===== src/rtl/core/ptq_pkg.sv =====
// ----------------------------------------------------------------------------
// ptq_pkg: shared types and constants of the priority task queue
// Operation and status codes, sequencer states and store control group.
// ----------------------------------------------------------------------------
package ptq_pkg;

  localparam int CAPACITY_DEF      = 16;
  localparam int PRIORITY_BITS_DEF = 8;
  localparam int ID_BITS_DEF       = 16;

  typedef enum logic [1:0] {
    OP_INSERT = 2'd0,
    OP_POP    = 2'd1,
    OP_REMOVE = 2'd2,
    OP_CLEAR  = 2'd3
  } op_t;

  typedef enum logic [1:0] {
    ST_OK        = 2'd0,
    ST_EMPTY     = 2'd1,
    ST_NOT_FOUND = 2'd2,
    ST_FULL      = 2'd3
  } status_t;

  typedef enum logic [2:0] {
    S_IDLE,
    S_INS_RD,
    S_INS_EV,
    S_SRCH_RD,
    S_SRCH_EV,
    S_SHF_RD,
    S_SHF_EV,
    S_DONE
  } state_t;

  typedef struct packed {
    logic rd_en;
    logic wr_en;
  } mem_ctl_t;

endpackage


===== src/rtl/core/ptq_store.sv =====
// ----------------------------------------------------------------------------
// ptq_store: entry store of the priority task queue
// One write port and one read port with registered read data.
// ----------------------------------------------------------------------------
module ptq_store #(
  parameter int DEPTH  = 16,
  parameter int WIDTH  = 24,
  parameter int ADDR_W = 4
) (
  input  logic                clk,
  input  ptq_pkg::mem_ctl_t   ctl,
  input  logic [ADDR_W-1:0]   rd_addr,
  input  logic [ADDR_W-1:0]   wr_addr,
  input  logic [WIDTH-1:0]    wr_data,
  output logic [WIDTH-1:0]    rd_data
);
  import ptq_pkg::*;

  logic [WIDTH-1:0] mem [DEPTH];

  always_ff @(posedge clk) begin
    if (ctl.wr_en) begin
      mem[wr_addr] <= wr_data;
    end
  end

  always_ff @(posedge clk) begin
    if (ctl.rd_en) begin
      rd_data <= mem[rd_addr];
    end
  end

endmodule


===== src/rtl/core/ptq_seq.sv =====
// ----------------------------------------------------------------------------
// ptq_seq: operation sequencer of the priority task queue
// Walks the store one slot per read/evaluate pair through a single compare
// unit, shifting entries to open or close a gap.
// ----------------------------------------------------------------------------
module ptq_seq #(
  parameter int CAPACITY      = 16,
  parameter int PRIORITY_BITS = 8,
  parameter int ID_BITS       = 16,
  parameter int ADDR_W        = 4,
  parameter int CNT_W         = 5
) (
  input  logic                             clk,
  input  logic                             rst,
  input  logic                             start,
  input  ptq_pkg::op_t                     op,
  input  logic [ID_BITS-1:0]               id,
  input  logic [PRIORITY_BITS-1:0]         prio,
  output logic                             ready,
  output logic                             res_valid,
  input  logic                             res_ready,
  output ptq_pkg::status_t                 res_status,
  output logic [ID_BITS-1:0]               res_id,
  output logic [PRIORITY_BITS-1:0]         res_prio,
  output logic [CNT_W-1:0]                 res_count,
  output ptq_pkg::mem_ctl_t                mem_ctl,
  output logic [ADDR_W-1:0]                rd_addr,
  output logic [ADDR_W-1:0]                wr_addr,
  output logic [ID_BITS+PRIORITY_BITS-1:0] wr_data,
  input  logic [ID_BITS+PRIORITY_BITS-1:0] rd_data
);
  import ptq_pkg::*;

  localparam int ENTRY_W = ID_BITS + PRIORITY_BITS;
  localparam logic [CNT_W-1:0] CAP_CNT = CNT_W'(CAPACITY);

  state_t                   state, state_next;
  op_t                      op_r;
  logic [ID_BITS-1:0]       key_id;
  logic [PRIORITY_BITS-1:0] key_prio;
  logic [CNT_W-1:0]         idx;
  logic [CNT_W-1:0]         count;
  status_t                  status;
  logic [ID_BITS-1:0]       rid;
  logic [PRIORITY_BITS-1:0] rpr;

  logic [ADDR_W-1:0]        idx_a;
  logic [CNT_W-1:0]         idx_inc;
  logic [ENTRY_W-1:0]       new_entry;
  logic [ID_BITS-1:0]       rd_id;
  logic [PRIORITY_BITS-1:0] rd_prio;
  logic                     prio_lt;
  logic                     id_eq;
  logic                     hit;
  logic                     last;
  logic                     full;
  logic                     empty;

  assign idx_a     = idx[ADDR_W-1:0];
  assign idx_inc   = idx + CNT_W'(1);
  assign new_entry = {key_id, key_prio};
  assign rd_id     = rd_data[ENTRY_W-1:PRIORITY_BITS];
  assign rd_prio   = rd_data[PRIORITY_BITS-1:0];
  assign full      = (count == CAP_CNT);
  assign empty     = (count == '0);
  assign last      = (idx_inc == count);

  // shared compare unit
  assign prio_lt = (rd_prio < key_prio);
  assign id_eq   = (rd_id == key_id);
  assign hit     = (op_r == OP_POP) || id_eq;

  always_ff @(posedge clk) begin
    if (rst) begin
      state <= S_IDLE;
    end else begin
      state <= state_next;
    end
  end

  always_comb begin
    state_next = state;
    case (state)
      S_IDLE: begin
        if (start) begin
          case (op)
            OP_INSERT: state_next = full ? S_DONE : S_INS_RD;
            OP_POP,
            OP_REMOVE: state_next = empty ? S_DONE : S_SRCH_RD;
            default:   state_next = S_DONE;
          endcase
        end
      end
      S_INS_RD:  state_next = (idx_a == '0) ? S_DONE : S_INS_EV;
      S_INS_EV:  state_next = prio_lt ? S_INS_RD : S_DONE;
      S_SRCH_RD: state_next = S_SRCH_EV;
      S_SRCH_EV: begin
        if (hit) begin
          state_next = S_SHF_RD;
        end else if (last) begin
          state_next = S_DONE;
        end else begin
          state_next = S_SRCH_RD;
        end
      end
      S_SHF_RD:  state_next = (idx == count) ? S_DONE : S_SHF_EV;
      S_SHF_EV:  state_next = S_SHF_RD;
      S_DONE:    state_next = res_ready ? S_IDLE : S_DONE;
      default:   state_next = S_IDLE;
    endcase
  end

  always_comb begin
    mem_ctl   = '0;
    rd_addr   = idx_a;
    wr_addr   = idx_a;
    wr_data   = new_entry;
    ready     = (state == S_IDLE);
    res_valid = (state == S_DONE);
    case (state)
      S_INS_RD: begin
        if (idx_a == '0) begin
          mem_ctl.wr_en = 1'b1;
        end else begin
          mem_ctl.rd_en = 1'b1;
          rd_addr       = idx_a - ADDR_W'(1);
        end
      end
      S_INS_EV: begin
        mem_ctl.wr_en = 1'b1;
        wr_data       = prio_lt ? rd_data : new_entry;
      end
      S_SRCH_RD: begin
        mem_ctl.rd_en = 1'b1;
      end
      S_SHF_RD: begin
        mem_ctl.rd_en = (idx != count);
      end
      S_SHF_EV: begin
        mem_ctl.wr_en = 1'b1;
        wr_addr       = idx_a - ADDR_W'(1);
        wr_data       = rd_data;
      end
      default: begin
        mem_ctl = '0;
      end
    endcase
  end

  always_ff @(posedge clk) begin
    if (rst) begin
      count <= '0;
    end else begin
      case (state)
        S_IDLE: begin
          if (start) begin
            op_r     <= op;
            key_id   <= id;
            key_prio <= prio;
            rid      <= '0;
            rpr      <= '0;
            idx      <= (op == OP_INSERT) ? count : '0;
            case (op)
              OP_INSERT: begin
                status <= full ? ST_FULL : ST_OK;
              end
              OP_POP,
              OP_REMOVE: begin
                status <= empty ? ST_EMPTY : ST_OK;
              end
              default: begin
                status <= ST_OK;
                count  <= '0;
              end
            endcase
          end
        end
        S_INS_RD: begin
          if (idx_a == '0) begin
            count <= count + CNT_W'(1);
          end
        end
        S_INS_EV: begin
          if (prio_lt) begin
            idx <= idx - CNT_W'(1);
          end else begin
            count <= count + CNT_W'(1);
          end
        end
        S_SRCH_EV: begin
          if (hit) begin
            rid <= rd_id;
            rpr <= rd_prio;
            idx <= idx_inc;
          end else if (last) begin
            status <= ST_NOT_FOUND;
          end else begin
            idx <= idx_inc;
          end
        end
        S_SHF_RD: begin
          if (idx == count) begin
            count <= count - CNT_W'(1);
          end
        end
        S_SHF_EV: begin
          idx <= idx_inc;
        end
        default: begin
          count <= count;
        end
      endcase
    end
  end

  assign res_status = status;
  assign res_id     = rid;
  assign res_prio   = rpr;
  assign res_count  = count;

endmodule


===== src/rtl/core/priority_task_queue.sv =====
// ----------------------------------------------------------------------------
// priority_task_queue: sorted-list priority queue
// Insert walks from the tail toward the head; pop and remove search from the
// head and then shift the later entries up; clear only resets the occupancy.
// One operation at a time, set by the walk of the entry store (one read and
// one evaluate step per slot visited; the store has one read and one write port).
// Reset (rst, synchronous, active high) empties the queue and drops any
// pending result; the store contents need no clearing.
// ----------------------------------------------------------------------------
module priority_task_queue #(
  parameter int CAPACITY      = ptq_pkg::CAPACITY_DEF,
  parameter int PRIORITY_BITS = ptq_pkg::PRIORITY_BITS_DEF,
  parameter int ID_BITS       = ptq_pkg::ID_BITS_DEF,
  localparam int ADDR_W       = (CAPACITY > 1) ? $clog2(CAPACITY) : 1,
  localparam int CNT_W        = $clog2(CAPACITY + 1),
  localparam int IN_DATA_W    = ((ID_BITS + PRIORITY_BITS + 7) / 8) * 8,
  localparam int OUT_FIELDS_W = ID_BITS + PRIORITY_BITS + CNT_W,
  localparam int OUT_DATA_W   = ((OUT_FIELDS_W + 7) / 8) * 8
) (
  input  logic                  clk,
  input  logic                  rst,
  input  logic                  s_axis_tvalid,
  output logic                  s_axis_tready,
  // task_id [ID_BITS-1:0], task_priority above it, zero padded
  input  logic [IN_DATA_W-1:0]  s_axis_tdata,
  // operation [1:0]
  input  logic [1:0]            s_axis_tuser,
  output logic                  m_axis_tvalid,
  input  logic                  m_axis_tready,
  // removed_id, removed_priority, occupancy from the lowest bit up, zero padded
  output logic [OUT_DATA_W-1:0] m_axis_tdata,
  // status [1:0]
  output logic [1:0]            m_axis_tuser
);
  import ptq_pkg::*;

  localparam int ENTRY_W = ID_BITS + PRIORITY_BITS;

  logic                     start;
  logic                     seq_ready;
  logic                     res_valid;
  logic                     res_ready;
  status_t                  res_status;
  logic [ID_BITS-1:0]       res_id;
  logic [PRIORITY_BITS-1:0] res_prio;
  logic [CNT_W-1:0]         res_count;
  mem_ctl_t                 mem_ctl;
  logic [ADDR_W-1:0]        rd_addr;
  logic [ADDR_W-1:0]        wr_addr;
  logic [ENTRY_W-1:0]       wr_data;
  logic [ENTRY_W-1:0]       rd_data;

  // output register contents
  status_t                  out_status;
  logic [ID_BITS-1:0]       out_id;
  logic [PRIORITY_BITS-1:0] out_prio;
  logic [CNT_W-1:0]         out_count;

  // Take a new operation only while the sequencer is idle; a finished result
  // may still sit in the output register meanwhile.
  assign s_axis_tready = seq_ready;
  assign start         = s_axis_tvalid && seq_ready;

  // The output register is free when empty or being drained this cycle.
  assign res_ready = !m_axis_tvalid || m_axis_tready;

  ptq_seq #(
    .CAPACITY      (CAPACITY),
    .PRIORITY_BITS (PRIORITY_BITS),
    .ID_BITS       (ID_BITS),
    .ADDR_W        (ADDR_W),
    .CNT_W         (CNT_W)
  ) u_seq (
    .clk        (clk),
    .rst        (rst),
    .start      (start),
    .op         (op_t'(s_axis_tuser)),
    .id         (s_axis_tdata[ID_BITS-1:0]),
    .prio       (s_axis_tdata[ENTRY_W-1:ID_BITS]),
    .ready      (seq_ready),
    .res_valid  (res_valid),
    .res_ready  (res_ready),
    .res_status (res_status),
    .res_id     (res_id),
    .res_prio   (res_prio),
    .res_count  (res_count),
    .mem_ctl    (mem_ctl),
    .rd_addr    (rd_addr),
    .wr_addr    (wr_addr),
    .wr_data    (wr_data),
    .rd_data    (rd_data)
  );

  // Entries held as {id, priority}, head at slot 0.
  ptq_store #(
    .DEPTH  (CAPACITY),
    .WIDTH  (ENTRY_W),
    .ADDR_W (ADDR_W)
  ) u_store (
    .clk     (clk),
    .ctl     (mem_ctl),
    .rd_addr (rd_addr),
    .wr_addr (wr_addr),
    .wr_data (wr_data),
    .rd_data (rd_data)
  );

  // Output register: load a result on its transfer from the sequencer,
  // hold it until the downstream side takes it.
  always_ff @(posedge clk) begin
    if (rst) begin
      m_axis_tvalid <= 1'b0;
    end else if (res_valid && res_ready) begin
      m_axis_tvalid <= 1'b1;
    end else if (m_axis_tready) begin
      m_axis_tvalid <= 1'b0;
    end
  end

  always_ff @(posedge clk) begin
    if (res_valid && res_ready) begin
      out_status <= res_status;
      out_id     <= res_id;
      out_prio   <= res_prio;
      out_count  <= res_count;
    end
  end

  assign m_axis_tdata = OUT_DATA_W'({out_count, out_prio, out_id});
  assign m_axis_tuser = out_status;

endmodule

===== config.mk =====
export PLATFORM = sky130hd
export DESIGN_NAME = priority_task_queue
export DESIGN_NICKNAME = d
export VERILOG_FILES = /design/src/rtl/core/ptq_pkg.sv /design/src/rtl/core/ptq_store.sv /design/src/rtl/core/ptq_seq.sv /design/src/rtl/core/priority_task_queue.sv
export SDC_FILE = /design/constraint.sdc
export NUM_CORES = 1
export LEC_CHECK = 0
export ABC_AREA = 1
export ABC_CLOCK_PERIOD_IN_PS = 2750
export BUFFER_PORTS_ARGS = -buffer_cell sky130_fd_sc_hd__buf_2
export CAP_MARGIN = 20
export CORE_UTILIZATION = 25
export CTS_BUF_LIST = sky130_fd_sc_hd__clkbuf_4
export CTS_CLUSTER_DIAMETER = 50
export DETAILED_ROUTE_END_ITERATION = 8
export SLEW_MARGIN = 20
export SYNTH_ARGS = -nofsm -noshare
export SYNTH_HDL_FRONTEND = slang
export SYNTH_SLANG_ARGS = --single-unit

===== constraint.sdc =====
create_clock -name clk -period 2.75 [get_ports clk]
set_input_delay 0.4125 -clock clk [delete_from_list [all_inputs] [get_ports clk]]
set_output_delay 0.4125 -clock clk [all_outputs]
set_load 0.05 [all_outputs]

Word-level counts from Yosys, hierarchy flattened
Memories as Yosys holds them, arrays and structs flattened. A register that Yosys moved wholly into a read port is not among the register bits.
Cells that the tools add are included.
{"block": "op_classes", "reduce_logical": 21, "mux": 49, "bitwise_logic": 1, "magnitude_cmp": 1, "eq_ne": 25, "addsub": 5}
{"operator": "2-to-1 mux 5 bit", "n": 10}
{"operator": "one-hot mux 24 bit (2 select lines)", "n": 1}
{"operator": "one-hot mux 5 bit (4 select lines)", "n": 2}
{"operator": "2-to-1 mux 16 bit", "n": 2}
{"operator": "one-hot mux 16 bit (2 select lines)", "n": 1}
{"operator": "2-to-1 mux 24 bit", "n": 1}
{"operator": "2-to-1 mux 3 bit", "n": 8}
{"operator": "one-hot mux 3 bit (8 select lines)", "n": 1}
{"operator": "== test 16 bit", "n": 1}
{"operator": "2-to-1 mux 8 bit", "n": 2}
{"operator": "one-hot mux 8 bit (2 select lines)", "n": 1}
{"operator": "== test 3 bit (second input constant)", "n": 4}
{"operator": "2-to-1 mux 4 bit", "n": 3}
{"operator": "adder 5 x 1 -> 5 bit (second input constant)", "n": 2}
{"operator": "== test 5 bit", "n": 2}
{"operator": "!= test 2 x 1 -> 1 bit (second input constant)", "n": 5}
{"operator": "AND reduction 5 bit", "n": 2}
{"operator": "subtractor 5 x 1 -> 5 bit (second input constant)", "n": 2}
{"operator": "less-than comparator 8 bit", "n": 1}
{"operator": "2-to-1 mux 1 bit", "n": 8}
{"operator": "2-to-1 mux 2 bit", "n": 4}
{"operator": "!= test 2 bit (second input constant)", "n": 4}
{"operator": "one-hot mux 2 bit (2 select lines)", "n": 2}
{"operator": "nonzero test 4 bit", "n": 2}
{"operator": "25 further kinds", "n": 31}
{"block": "totals", "ff_bits": 97, "ram_bits": 384, "n_memories": 1, "inputBits": 30, "out_inout_bits": 36, "word_cells": 117}
{"name": "u_store.mem", "words": 16, "width": 24, "rd": 1, "rd_clocked_by_memory_dff": 1, "write_ports": 1, "line": "ptq_store.sv:19", "source": "logic [WIDTH-1:0] mem [DEPTH];"}

Logic depth before layout (Yosys ltp)
{"block": "depth", "word_depth": 5, "mapped_depth": 14, "mapped_depth_nobuf": 13}

Modules after synthesis
From an unflattened synthesis, not the netlist that was laid out.
{"block": "hier_totals", "cells_unflattened": 2136, "hier_area_um2": 22084.9}
{"mod": "ptq_store", "cells_each": 1597, "seq_area_each_um2": 12251.8, "instances": 1, "area_per_inst_um2": 17191.5}
{"mod": "ptq_seq", "cells_each": 496, "seq_area_each_um2": 1871.8, "instances": 1, "area_per_inst_um2": 3881.2}
{"mod": "priority_task_queue", "cells_each": 43, "seq_area_each_um2": 950.9, "instances": 1, "area_per_inst_um2": 1012.2}

Least setup slack after synthesis
Ideal clock, no wire load.
{"block": "synth_timing", "path_kind": "register to register", "startpoint": "reg u_seq.idx[0]", "endpoint": "mem u_store.mem[12][0] (enable)", "stages_incl_launch_ff": 8, "path_slack_ns": -0.092, "setup_ns": 0.405, "synth_period_minus_slack_ns": 2.842, "arrival_ns": 2.437, "required_ns": 2.345, "cell_sequence": "edfxtp_1 inv_1 ha_1 xor2_1 nand2_1 o21ai_0 nand2_1 nor2_1"}
{"block": "synth_via", "elab_chain_len": 5, "elab_cells_between_ends": 7}
{"element": "from (decl)", "line": "ptq_seq.sv:41", "source": "logic [CNT_W-1:0] idx;"}
{"element": "from (signal assigned)", "line": "ptq_seq.sv:162", "source": "idx <= (op == OP_INSERT) ? count : '0;"}
{"element": "from (signal assigned)", "line": "ptq_seq.sv:185", "source": "idx <= idx - CNT_W'(1);"}
{"element": "from (signal assigned)", "line": "ptq_seq.sv:194", "source": "idx <= idx_inc;"}
{"element": "logical NOT 4 bit", "line": "ptq_seq.sv:122", "source": "if (idx_a == '0) begin"}
{"element": "2-to-1 mux 1 bit", "line": "ptq_seq.sv:122"}
{"element": "one-hot mux 1 bit (2 select lines)", "line": "ptq_seq.sv:120", "source": "case (state)"}
{"element": "2-to-1 mux 1 bit", "line": "ptq_store.sv:22", "source": "if (ctl.wr_en) begin"}
{"element": "2-to-1 mux 1 bit (implied by the code)", "line": "ptq_store.sv:23", "source": "mem[wr_addr] <= wr_data;"}
{"element": "to (decl)", "line": "ptq_store.sv:19"}
Several ways; a longest one is shown, not always the timed one.

Final worst setup path
{"block": "layout_timing", "startpoint": "reg u_seq.state[2]", "endpoint": "out s_axis_tready"}
{"block": "layout_via", "elab_chain_len": 1}
{"element": "from (decl)", "line": "ptq_seq.sv:37", "source": "state_t state, state_next;"}
{"element": "from (signal assigned)", "line": "ptq_seq.sv:77", "source": "state <= state_next;"}
{"element": "logical NOT 3 bit", "line": "ptq_seq.sv:118", "source": "ready = (state == S_IDLE);"}
{"element": "to (decl)", "line": "priority_task_queue.sv:23", "source": "output logic s_axis_tready,"}
Every way passes these cells.

==> flow_results.org <==
** Outcome
- The flow ran to the end, and the final reports show no timing, DRC or antenna violations.

** Route
- Wire segments on met2 add up to around 27,000 um in the final route.
- Dividing the detail-routed wire length by the instance count gives between 15 and 20 um.
- Antenna-violating nets left :: 0
- For this block, the via count after detailed routing is 14,800.
- Number of DRC markers after the initial detailed-route iteration :: just under 1,000
- Number of design rule violations left after detail routing :: 0
- Length of the first detailed-routing pass in iterations :: 6
- In the final routing, the length of wire on met1 measures approximately 25,000 um.
- After detailed routing, the number of vias per cell comes to between 4 and 5.
- Wires add up to 55,900 um.
- Wire segments on met3 add up to roughly 3500 um in the final route.
- The highest layer touched by signal routing is met4.

** Logic synthesis
- Post-synth ARST share :: 0
- FF+latch count, synth :: 505
- For this run, the number of Yosys warnings is 0.
- The average instance in the mapped netlist occupies 10.7 um2.
- Synthesis handed over a netlist of between 2,000 and 2,500 instances.
- Of the synthesized area, sequential elements account for 0.699.
- Area share of the leading cell type in the synthesized netlist :: 0.691
- Main flop type after synthesis :: sky130_fd_sc_hd__edfxtp_1
- Synthesized area :: about 22,000 um2
- Post-synth EDFFs :: 496
- Synth unique cells :: 38
- Cell types occupying the most area after synthesis :: sky130_fd_sc_hd__edfxtp_1 (69%), sky130_fd_sc_hd__nand2_1 (13%), sky130_fd_sc_hd__nand3_1 (5.3%)
- The biggest area contributor in the post-synthesis netlist is sky130_fd_sc_hd__edfxtp_1.

** Timing
- Period utilisation layout :: 0.932
- Derived from the worst setup path, the maximum achievable clock frequency is just under 0.4 GHz.
- Number of pins with negative max-slew slack in the final report :: 0
- Between clock sinks in the finished design, the worst skew comes to slightly below 0.06 ns.
- Worst setup slack after layout :: ~0.19 ns
- The tightest hold path in the finished design has a slack of 0.191 ns.
- Relative slew slack :: 0.643
- Setup violations remaining at the end of the flow were counted as 0.
- Min Clock Period, post-route :: between 2 and 3 ns
- Setup repair after global routing left no endpoint under its margin.
- Worst slew pin tran :: approximately 0.54 ns
- Number of hold violations in the final report :: 0
- Adding up every negative setup slack in the final design gives 0 ns.

** CTS
- Buffers inserted during clock tree synthesis total around 130.
- TritonCTS built the clock tree.
- Clock slew seen by the registers of the worst setup and hold paths :: 0.06 ns
- Bufs on Longest Clock Path :: 3
- Clock Sinks :: 505
- In this run the number of H-tree levels came out at 4.
- Clock latency on the worst-skew pair :: ~0.95 ns
- The tree is rooted in a sky130_fd_sc_hd__clkbuf_4.

** Worst setup path
- Worst-case register-to-register setup slack :: approximately 0.19 ns
- The worst setup path is launched from a flop.
- Of all nets on the critical path, the largest fanout is 6.
- Type of the setup path with the least slack :: flop to output port
- Capturing element type of the critical path :: output port
- Data required, critical path :: between 2 and 2.5 ns
- For the worst setup path, the data arrival time is about 2.2 ns.

** Power and ir drop
- Post-layout power :: between 20 and 30 mW
- Sequential group share of total power :: 0.385
- Power share of the combinational group :: 0.381
- Fraction of power spent switching nets :: 0.390
- Power density over the cells :: roughly 1100 nW/um2
- Clock Power Share :: 0.235
- Maximum ir drop on the vdd rail :: ~0.84 mV
- For this design the static power due to leakage is approximately 11 nW.
- Summed over all nets, the switching power comes to around 11 mW.
- The internal portion of the total power is 17.1 mW.

** Die
- Std-Cell Core Area :: approximately 85,000 um2
- For this design the top-level I/O count stands at 66.
- From left edge to right edge, the die measures between 200 and 300 um.
- Starting utilization of the core area :: 0.253
- Total Die Area :: 87,400 um2
- The die is between 200 and 300 um tall.
- The floorplan has between 100 and 150 rows.

** Job
- Across the run, the number of max-cap violations was 0.

** Cells and area
- Area growth syn-to-layout :: 21.6%
- The final layout contains roughly 2,300 nets.
- In the final layout, the share of cells above drive strength 1 is 0.174.
- The sequential cells in the finished layout cover a total of 15,100 um2.
- Footprint of the multi-input gates :: about 5400 um2
- Counting the fill cells in the layout gives slightly below 9,000.
- For this run, the number of standard cells in the final layout without fillers is about 3,500.

** Global route
- The first global-routing pass estimated between 80,000 and 90,000 um of wire.
- Global routing finished with a remaining overflow of 0.
- Pin count of the biggest net entering global routing :: between 90 and 100
- The number of global-route vias before repair is 14,500.
- GR Util All Layers :: 0.130
- Antenna violations before repair :: 2

** Placement
- Routability-driven placement congestion ratio :: around 0.81
- Count of buffers from port buffering :: 62
- HPWL after detailed placement :: approximately 34,000 um
- Prior to clock tree synthesis, the placed netlist has a worst setup slack of around 0.16 ns.
- Including well taps, the total number of placed cells is around 3,200.

** Worst hold path
- Worst hold path class :: input pin to flop
## Yosys cell counts, types with 2 or more instances
master / count
sky130_fd_sc_hd__nor3_1: 3
sky130_fd_sc_hd__clkbuf_1: 25
sky130_fd_sc_hd__nand2_1: 755
sky130_fd_sc_hd__nor2_1: 88
sky130_fd_sc_hd__buf_2: 52
sky130_fd_sc_hd__buf_4: 5
sky130_fd_sc_hd__o211ai_1: 26
sky130_fd_sc_hd__ha_1: 14
sky130_fd_sc_hd__inv_2: 4
sky130_fd_sc_hd__o221ai_1: 2
sky130_fd_sc_hd__a21oi_1: 9
sky130_fd_sc_hd__dfxtp_1: 9
sky130_fd_sc_hd__o21ai_0: 37
sky130_fd_sc_hd__edfxtp_1: 496
sky130_fd_sc_hd__or2_2: 2
sky130_fd_sc_hd__nand3_1: 228
sky130_fd_sc_hd__xor2_1: 8
sky130_fd_sc_hd__buf_1: 3
sky130_fd_sc_hd__buf_6: 3
sky130_fd_sc_hd__xnor2_1: 6
sky130_fd_sc_hd__nor2_2: 2
sky130_fd_sc_hd__inv_1: 214
sky130_fd_sc_hd__a22oi_2: 2
## routing by layer
| metal | GRT usage | vias up |
|---|---|---|
| li1 | - | 7231 |
| met1 | 0.161 | 7111 |
| met2 | 0.216 | 425 |
| met3 | 0.0315 | 74 |
| met4 | 0.0500 | 0 |
| met5 | 0 | - |
## flip-flops by register name, summed over array words and instances (netlist names), 8 cells and up
register         flops
out_prio             8
u_seq.res_id        16
u_seq.res_prio       8
u_store.rd_data     24
u_seq.key_id        16
u_store.mem        384
u_seq.key_prio       8
out_id              16
## cell usage in the layout (no fill, tap or decap), drive strengths merged, types with 14 or more instances in the layout
cell,Yosys,routed
inv,218,222
edfxtp,496,496
dlygate4sd3,0,30
o21ai,39,39
o211ai,26,26
clkbuf,25,188
nor2,91,91
ha,14,14
nand3,229,229
clkinv,1,32
buf,63,162
nand2,756,757
## layout make-up
class | count | share of cell area
inverter | 219 | 0.0314
sequential | 505 | 0.575
multi-input combinational | 1199 | 0.207
clock inverter | 41 | 0.0111
timing repair buffer | 193 | 0.0672
tap | 1144 | 0.0546
clock buffer | 187 | 0.0535
antenna | 1 | 0.0000955
## timing repair
| action | 4_1_cts | 5_1_grt |
|---|---|---|
| endpoints found under the setup margin | 0 | 11 |
| endpoints found under the hold margin | 40 | 0 |
| hold buffers | 30 | 0 |
| setup buffers | 0 | 3 |
| gates resized for setup | 0 | 3 |
## final timing paths
| kind | from | to | cells after the start |
|---|---|---|---|
| min reg2reg | u_seq.res_prio[0] | out_prio[0] | 0 |
| max | u_seq.state[2] | s_axis_tready | 4 |
| max reg2reg | u_seq.idx[1] | u_store.rd_data[17] | 13 |
| min | s_axis_tdata[20] | u_seq.key_prio[4] | 2 |
## kinds of logic (layout without fill, tap and decap cells)
family	count (synthesis)	after routing	share of synthesized area
adders and majority gates	15	15	0.00905
DFF	505	505	0.699
AOI/OAI and AO/OA	83	83	0.0240
xor gates and xnor gates	14	14	0.00569
buffers and inverters	307	640	0.0584
other	1	4	0.000174
and+or+nand+nor	1083	1084	0.203
## critical path: stages, from the launching register on
cell and delay [ns]:
sky130_fd_sc_hd__dfxtp_1 0.54, sky130_fd_sc_hd__inv_1 0.15, sky130_fd_sc_hd__nand2_1 0.20, sky130_fd_sc_hd__inv_1 0.11, sky130_fd_sc_hd__buf_2 0.22
## power groups by stage
stage | clock, mW | combinational [mW] | sequential (mW)
2_1_floorplan | 0 | 6.46 | 10.8
3_3_place_gp | 0 | 10.5 | 10.9
3_5_place_dp | 0 | 10.5 | 10.9
4_1_cts | 6.79 | 10.6 | 10.8
5_1_grt | 7.15 | 11.8 | 10.8
6_report | 6.58 | 10.7 | 10.8
## metrics by stage
stage               cell area, um2  utilization
floorplan                    21600            -
global placement             24100        0.283
detailed placement           24100        0.283
CTS                          26100        0.307
global route                 26200        0.307
finish                       26200        0.307
Note: power is estimated with default switching activity, not from simulation.
